<file path="config.mk">
export PLATFORM = sky130hd
export DESIGN_NAME = dhfk_ctrl
export DESIGN_NICKNAME = d
export VERILOG_FILES = /design/src/dhfk_pkg.sv /design/src/dhfk_ctrl.sv
export VERILOG_INCLUDE_DIRS = /design/src /design/src/src
export SDC_FILE = /design/constraint.sdc
export NUM_CORES = 1
export LEC_CHECK = 0
export ABC_AREA = 1
export BUFFER_PORTS_ARGS = -buffer_cell sky130_fd_sc_hd__buf_4
export CAP_MARGIN = 20
export CORE_ASPECT_RATIO = 1.25
export CORE_MARGIN = 3
export CORE_UTILIZATION = 53
export DETAILED_ROUTE_END_ITERATION = 10
export PLACE_DENSITY = 0.82
export SLEW_MARGIN = 20
export SYNTH_ARGS = -nofsm -noshare
export SYNTH_HDL_FRONTEND = slang
export SYNTH_SLANG_ARGS = --single-unit
</file>
<file path="constraint.sdc">
create_clock -name clk -period 1.83 [get_ports clk]
set_input_delay 0.0915 -clock clk [delete_from_list [all_inputs] [get_ports clk]]
set_output_delay 0.0915 -clock clk [all_outputs]
set_load 0.1 [all_outputs]
</file>
<file path="src/dh_forward_kinematics_chain_defines.svh">
// Assertion macros shared by the forward kinematics chain RTL.
`ifndef DH_FORWARD_KINEMATICS_CHAIN_DEFINES_SVH
`define DH_FORWARD_KINEMATICS_CHAIN_DEFINES_SVH
`ifndef ASSERT_OFF
`define DHFK_ASSERT(label, clk, rst, prop, msg) \
  label: assert property (@(posedge clk) disable iff (rst) prop) else $error(msg);
`define DHFK_ASSERT_NR(label, clk, prop, msg) \
  label: assert property (@(posedge clk) prop) else $error(msg);
`else
`define DHFK_ASSERT(label, clk, rst, prop, msg)
`define DHFK_ASSERT_NR(label, clk, prop, msg)
`endif
`endif

</file>
<file path="src/dhfk_pkg.sv">
// Package with types, constants and helper functions of the kinematics chain.
`default_nettype none
package dhfk_pkg;
  localparam int FracBitsDefault = 16;
  localparam int CordicStepsDefault = 16;
  localparam int WorkBits = 30;
  localparam int AtanCount = 30;
  localparam logic signed [35:0] PiW = 36'sd3373259426;
  localparam logic signed [35:0] HalfPiW = 36'sd1686629713;
  localparam logic signed [35:0] TwoPiW = 36'sd6746518852;
  localparam logic signed [35:0] GainW = 36'sd652032874;

  localparam logic [1:0] KIND_REVOLUTE = 2'd0;
  localparam logic [1:0] KIND_PRISMATIC = 2'd1;

  typedef struct packed {
    logic        start_chain;
    logic [1:0]  joint_kind;
    logic signed [31:0] joint_pos;
    logic signed [31:0] link_theta;
    logic signed [31:0] link_offset;
    logic signed [31:0] link_length;
    logic signed [31:0] link_twist;
  } dhfk_in_t;

  typedef struct packed {
    logic signed [31:0] r00, r01, r02, r10, r11, r12, r20, r21, r22;
    logic signed [31:0] pos_x, pos_y, pos_z;
  } dhfk_out_t;

  // Commands from controller to datapath.
  typedef struct packed {
    logic       load;
    logic       red_step;
    logic       cordic_init;
    logic       cordic_step;
    logic       cordic_done;
    logic       mac_en;
    logic       mac_clear;
    logic [3:0] mac_elem;
    logic [1:0] mac_term;
    logic       link_en;
    logic [2:0] link_idx;
  } dhfk_cmd_t;

  // Number of compare and subtract steps that bring a scaled angle below 2 pi.
  function automatic int red_steps(input int frac_bits);
    return (WorkBits - frac_bits > 1) ? WorkBits - frac_bits : 1;
  endfunction

  function automatic logic signed [35:0] atan_w(input logic [4:0] i);
    logic signed [35:0] v;
    unique case (i)
      5'd0: v = 36'sh03243F6A8;  5'd1: v = 36'sh01DAC6705;
      5'd2: v = 36'sh00FADBAFC;  5'd3: v = 36'sh007F56EA6;
      5'd4: v = 36'sh003FEAB76;  5'd5: v = 36'sh001FFD55B;
      5'd6: v = 36'sh000FFFAAA;  5'd7: v = 36'sh0007FFF55;
      5'd8: v = 36'sh0003FFFEA;  5'd9: v = 36'sh0001FFFFD;
      5'd10: v = 36'sh0000FFFFF; 5'd11: v = 36'sh00007FFFF;
      5'd12: v = 36'sh00003FFFF; 5'd13: v = 36'sh00001FFFF;
      5'd14: v = 36'sh00000FFFF; 5'd15: v = 36'sh000007FFF;
      5'd16: v = 36'sh000003FFF; 5'd17: v = 36'sh000001FFF;
      5'd18: v = 36'sh000000FFF; 5'd19: v = 36'sh0000007FF;
      5'd20: v = 36'sh0000003FF; 5'd21: v = 36'sh0000001FF;
      5'd22: v = 36'sh0000000FF; 5'd23: v = 36'sh00000007F;
      5'd24: v = 36'sh00000003F; 5'd25: v = 36'sh00000001F;
      5'd26: v = 36'sh00000000F; 5'd27: v = 36'sh000000008;
      5'd28: v = 36'sh000000004; 5'd29: v = 36'sh000000002;
      default: v = '0;
    endcase
    return v;
  endfunction

  // Saturate a wide signed value to 32 bits.
  function automatic logic signed [31:0] sat32(input logic signed [65:0] v);
    logic signed [31:0] r;
    if (v > 66'sd2147483647) r = 32'sh7FFFFFFF;
    else if (v < -66'sd2147483648) r = 32'sh80000000;
    else r = v[31:0];
    return r;
  endfunction
endpackage
`default_nettype wire

</file>
<file path="src/dhfk_ctrl.sv">
// Controller state machine sequencing angle reduction, CORDIC, link build and matrix product.
`default_nettype none
`include "dh_forward_kinematics_chain_defines.svh"
module dhfk_ctrl #(
  parameter int FRAC_BITS = dhfk_pkg::FracBitsDefault,
  parameter int CORDIC_STEPS = dhfk_pkg::CordicStepsDefault
) (
  input  wire logic clk,
  input  wire logic rst,
  input  wire logic in_valid,
  output logic      in_stall,
  output logic      out_valid,
  input  wire logic out_stall,
  output dhfk_pkg::dhfk_cmd_t cmd
);
  import dhfk_pkg::*;
  localparam int RedSteps = red_steps(FRAC_BITS);
  localparam logic [2:0] S_IDLE = 3'd0;
  localparam logic [2:0] S_INIT = 3'd1;
  localparam logic [2:0] S_CORD = 3'd2;
  localparam logic [2:0] S_LINK = 3'd3;
  localparam logic [2:0] S_MAC = 3'd4;
  localparam logic [2:0] S_OUT = 3'd5;
  localparam logic [2:0] S_RED = 3'd6;

  logic [2:0] state, state_next;
  logic [4:0] cnt, cnt_next;
  logic [3:0] elem, elem_next;
  logic [1:0] term, term_next;

  assign in_stall = (state != S_IDLE);
  assign out_valid = (state == S_OUT);

  // Next state and command decode.
  always_comb begin
    state_next = state;
    cnt_next = cnt;
    elem_next = elem;
    term_next = term;
    cmd = '0;
    cmd.mac_elem = elem;
    cmd.mac_term = term;
    cmd.link_idx = cnt[2:0];
    unique case (state)
      S_IDLE: begin
        if (in_valid) begin
          cmd.load = 1'b1;
          cnt_next = '0;
          state_next = S_RED;
        end
      end
      S_RED: begin
        cmd.red_step = 1'b1;
        cnt_next = cnt + 5'd1;
        if (cnt == 5'(RedSteps - 1)) state_next = S_INIT;
      end
      S_INIT: begin
        cmd.cordic_init = 1'b1;
        cnt_next = '0;
        state_next = S_CORD;
      end
      S_CORD: begin
        cmd.cordic_step = 1'b1;
        cnt_next = cnt + 5'd1;
        if (cnt == 5'(CORDIC_STEPS - 1)) begin
          cnt_next = '0;
          state_next = S_LINK;
        end
      end
      S_LINK: begin
        if (cnt == 5'd0) cmd.cordic_done = 1'b1;
        else begin
          cmd.link_en = 1'b1;
          cmd.link_idx = 3'(cnt - 5'd1);
        end
        cnt_next = cnt + 5'd1;
        if (cnt == 5'd6) begin
          elem_next = '0;
          term_next = '0;
          state_next = S_MAC;
        end
      end
      S_MAC: begin
        cmd.mac_en = 1'b1;
        cmd.mac_clear = (term == 2'd0);
        if (term == 2'd2) begin
          term_next = '0;
          elem_next = elem + 4'd1;
          if (elem == 4'd11) state_next = S_OUT;
        end else begin
          term_next = term + 2'd1;
        end
      end
      S_OUT: begin
        elem_next = '0;
        if (!out_stall) state_next = S_IDLE;
      end
      default: state_next = S_IDLE;
    endcase
  end

  always_ff @(posedge clk) begin
    if (rst) begin
      state <= S_IDLE;
      cnt <= '0;
      elem <= '0;
      term <= '0;
    end else begin
      state <= state_next;
      cnt <= cnt_next;
      elem <= elem_next;
      term <= term_next;
    end
  end

  `DHFK_ASSERT(a_no_accept_busy, clk, rst, (state != S_IDLE) |-> in_stall, "accept while busy")
  `DHFK_ASSERT(a_out_after_mac, clk, rst, $rose(out_valid) |-> $past(state) == S_MAC, "bad output entry")
  `DHFK_ASSERT(a_out_hold, clk, rst, (out_valid && out_stall) |=> out_valid, "result dropped")
endmodule
`default_nettype wire

</file>
==> results.yml <==
timing:
  finalCritPeriodShare: 0.9437
  slew_viol_final: 0
  setup-violations-final: 0
  fin_crit_ns: 1.727
  slew_headroom: 0.7887
  whs_ns: 0.02765
  tightest_slew_ns: 0.3169
  worst_slack_ns: 0.1030
  clock.fmax_mhz: 579.0
  finClkSkew_ns: 0.002729
  finalHoldViolations: 0
worst_setup_path:
  crit_buf_inv: 2
  cp_slowest_cell: "dfxtp_2"
  slowest_delay_ns: 0.36
  worstPathCellList: "inv_2, ha_1, nand3_1, nand2_2, xor2_2, buf_8"
  cp.required_ns: 1.74
  start_kind: "flop"
  path_max_fanout: 6
  end_kind: "output port"
  worstPathArrival_ns: 1.64
  critPathKind: "flop to output port"
  cp_top_family: "flip-flops"
yosys:
  ys_warn_count: 0
  synth_edf_count: 0
  synth_nets: 171
  ys_top_cells_by_area: "dfxtp_1 (27%), nand2_1 (16%), ha_1 (9.8%)"
  avgSynthCellArea_um2: 6.445
  syn_area_um2: 1025
  synth-seq-area-share: 0.2735
  yosys_register_bits: 14
  synthFlopType: "dfxtp_1"
  synth_top_area_cell: "dfxtp_1"
  async_reset_ff_frac: 0
  synth_commonest_cells: "nand2_1 (43), inv_1 (22), nor2_1 (20)"
  synth.distinct_cells: 26
  synth_top_area_share: 0.2735
  synthCells: 159
  synth_most_common_cell: "nand2_1"
route:
  detail-route-antenna-nets: 0
  wire_per_inst_um: 12.48
  dr.pass1.iters: 4
  via_count: 1094
  routed_wirelength_um: 2495
  vias_per_cell: 5.470
  drtIter0Drc: 35
  drc: 0
cells_and_area:
  seq_area_um2: 289.0
  layout-drive-gt1-share: 0.2983
  fill_cells: 150
  nets: 195
  multiInputGateArea_um2: 680.7
  num_antenna_cells: 0
  syn_to_final_growth_pct: 25.15
  design_area_um2: 1282
  utilization: 0.7093
place:
  dpl_cell_area_um2: 1231
  dp_hpwl_um: 1882
  gp_congestion: 0.8306
  pre_cts_ws_ns: 0.1068
  io_buffers: 22
clocking:
  clockBufferDepth: 2
  clk_latency_ns: 0.28
  clk_pin_slew_ns: 0.09
  cts_tree: "built"
  postCtsSetupBuffers: 0
  htree_levels: 1
  holdBufCountCts: 0
  cts_root_buf: "clkbuf_4"
  numCtsBuffers: 3
  ctsResizeCount: 3
  cts_sinks: 14
hold_path:
  min_path_type: "input port to flop"
floorplan:
  fp-row-count: 17
  die-area_um2: 2500
  die_x_um: 45.33
  core_um2: 1808
  num_io_pins: 23
  die_h_um: 55.16
  initial_core_util: 0.5668
global_route:
  grt_antenna_before_repair: 0
  grt_pass1_vias: 1033
  grt_max_degree: 14
  grt_pass1_wl_um: 4043
  grt_usage: 0.2216
  gr-total-overflow: 0
outcome:
  status: "complete, no violations"
run:
  max-cap-violations: 0
## metrics by stage
step / std cells / TNS (ns)
finish: 200 / 0
detailed placement: 197 / 0
floorplan: 159 / -0.6975
global placement: 197 / 0
CTS: 200 / 0
global route: 200 / -0.1134
## cells in the final DEF, fill, tap and decap left out, types with 4 or more instances in the layout
cell	Yosys	routed
a21oi_1	9	9
buf_4	2	19
dfxtp_1	14	7
dfxtp_2	0	7
ha_1	8	8
inv_1	22	21
nand2_1	43	41
nand2_2	2	4
nand3_1	12	12
nor2_1	20	16
nor2_2	3	5
o21ai_0	5	4
## logic make-up after synthesis
group | count (synthesis) | share of synthesized area
adder cells (fa/ha/maj) | 8 | 0.09768
XOR/XNOR | 5 | 0.04274
AND/OR/NAND/NOR | 87 | 0.3761
buffers and inverters | 26 | 0.1026
AO/OA/AOI/OAI | 19 | 0.1074
flip-flops | 14 | 0.2735
## worst paths after layout
kind | start | endpoint | slack [ns] | cells past startpoint
max reg2reg | cnt[0] | state[2] | 0.15 | 11
min | rst | elem[1] | 0.03 | 2
min reg2reg | cnt[1] | cnt[1] | 0.52 | 2
max | cnt[0] | cmd[0] | 0.10 | 6
## area by class of cell
| cell class | count | share of cell area |
|---|---|---|
| multi-input cells | 119 | 0.5307 |
| inverters | 23 | 0.06732 |
| well taps | 19 | 0.01854 |
| clock buffers | 3 | 0.01756 |
| flip-flops and latches | 14 | 0.2254 |
| repair buffers | 22 | 0.1405 |
## sequential cells by signal, indices dropped and copies added (netlist names)
signal	cells
term	2
cnt	5
elem	4
state	3
## per-layer routing
metal / track usage / vias to the layer above / wire [µm]
met2: 0.4009 / 36 / 1387
met5: 0 / - / 0
met4: 0.1122 / 0 / 48
met1: 0.2407 / 507 / 927
li1: - / 545 / -
met3: 0.04531 / 6 / 131
Power is left out: the tool's default activity adds up to more than one toggle a clock period on the data nets, which glitch-free logic cannot reach.
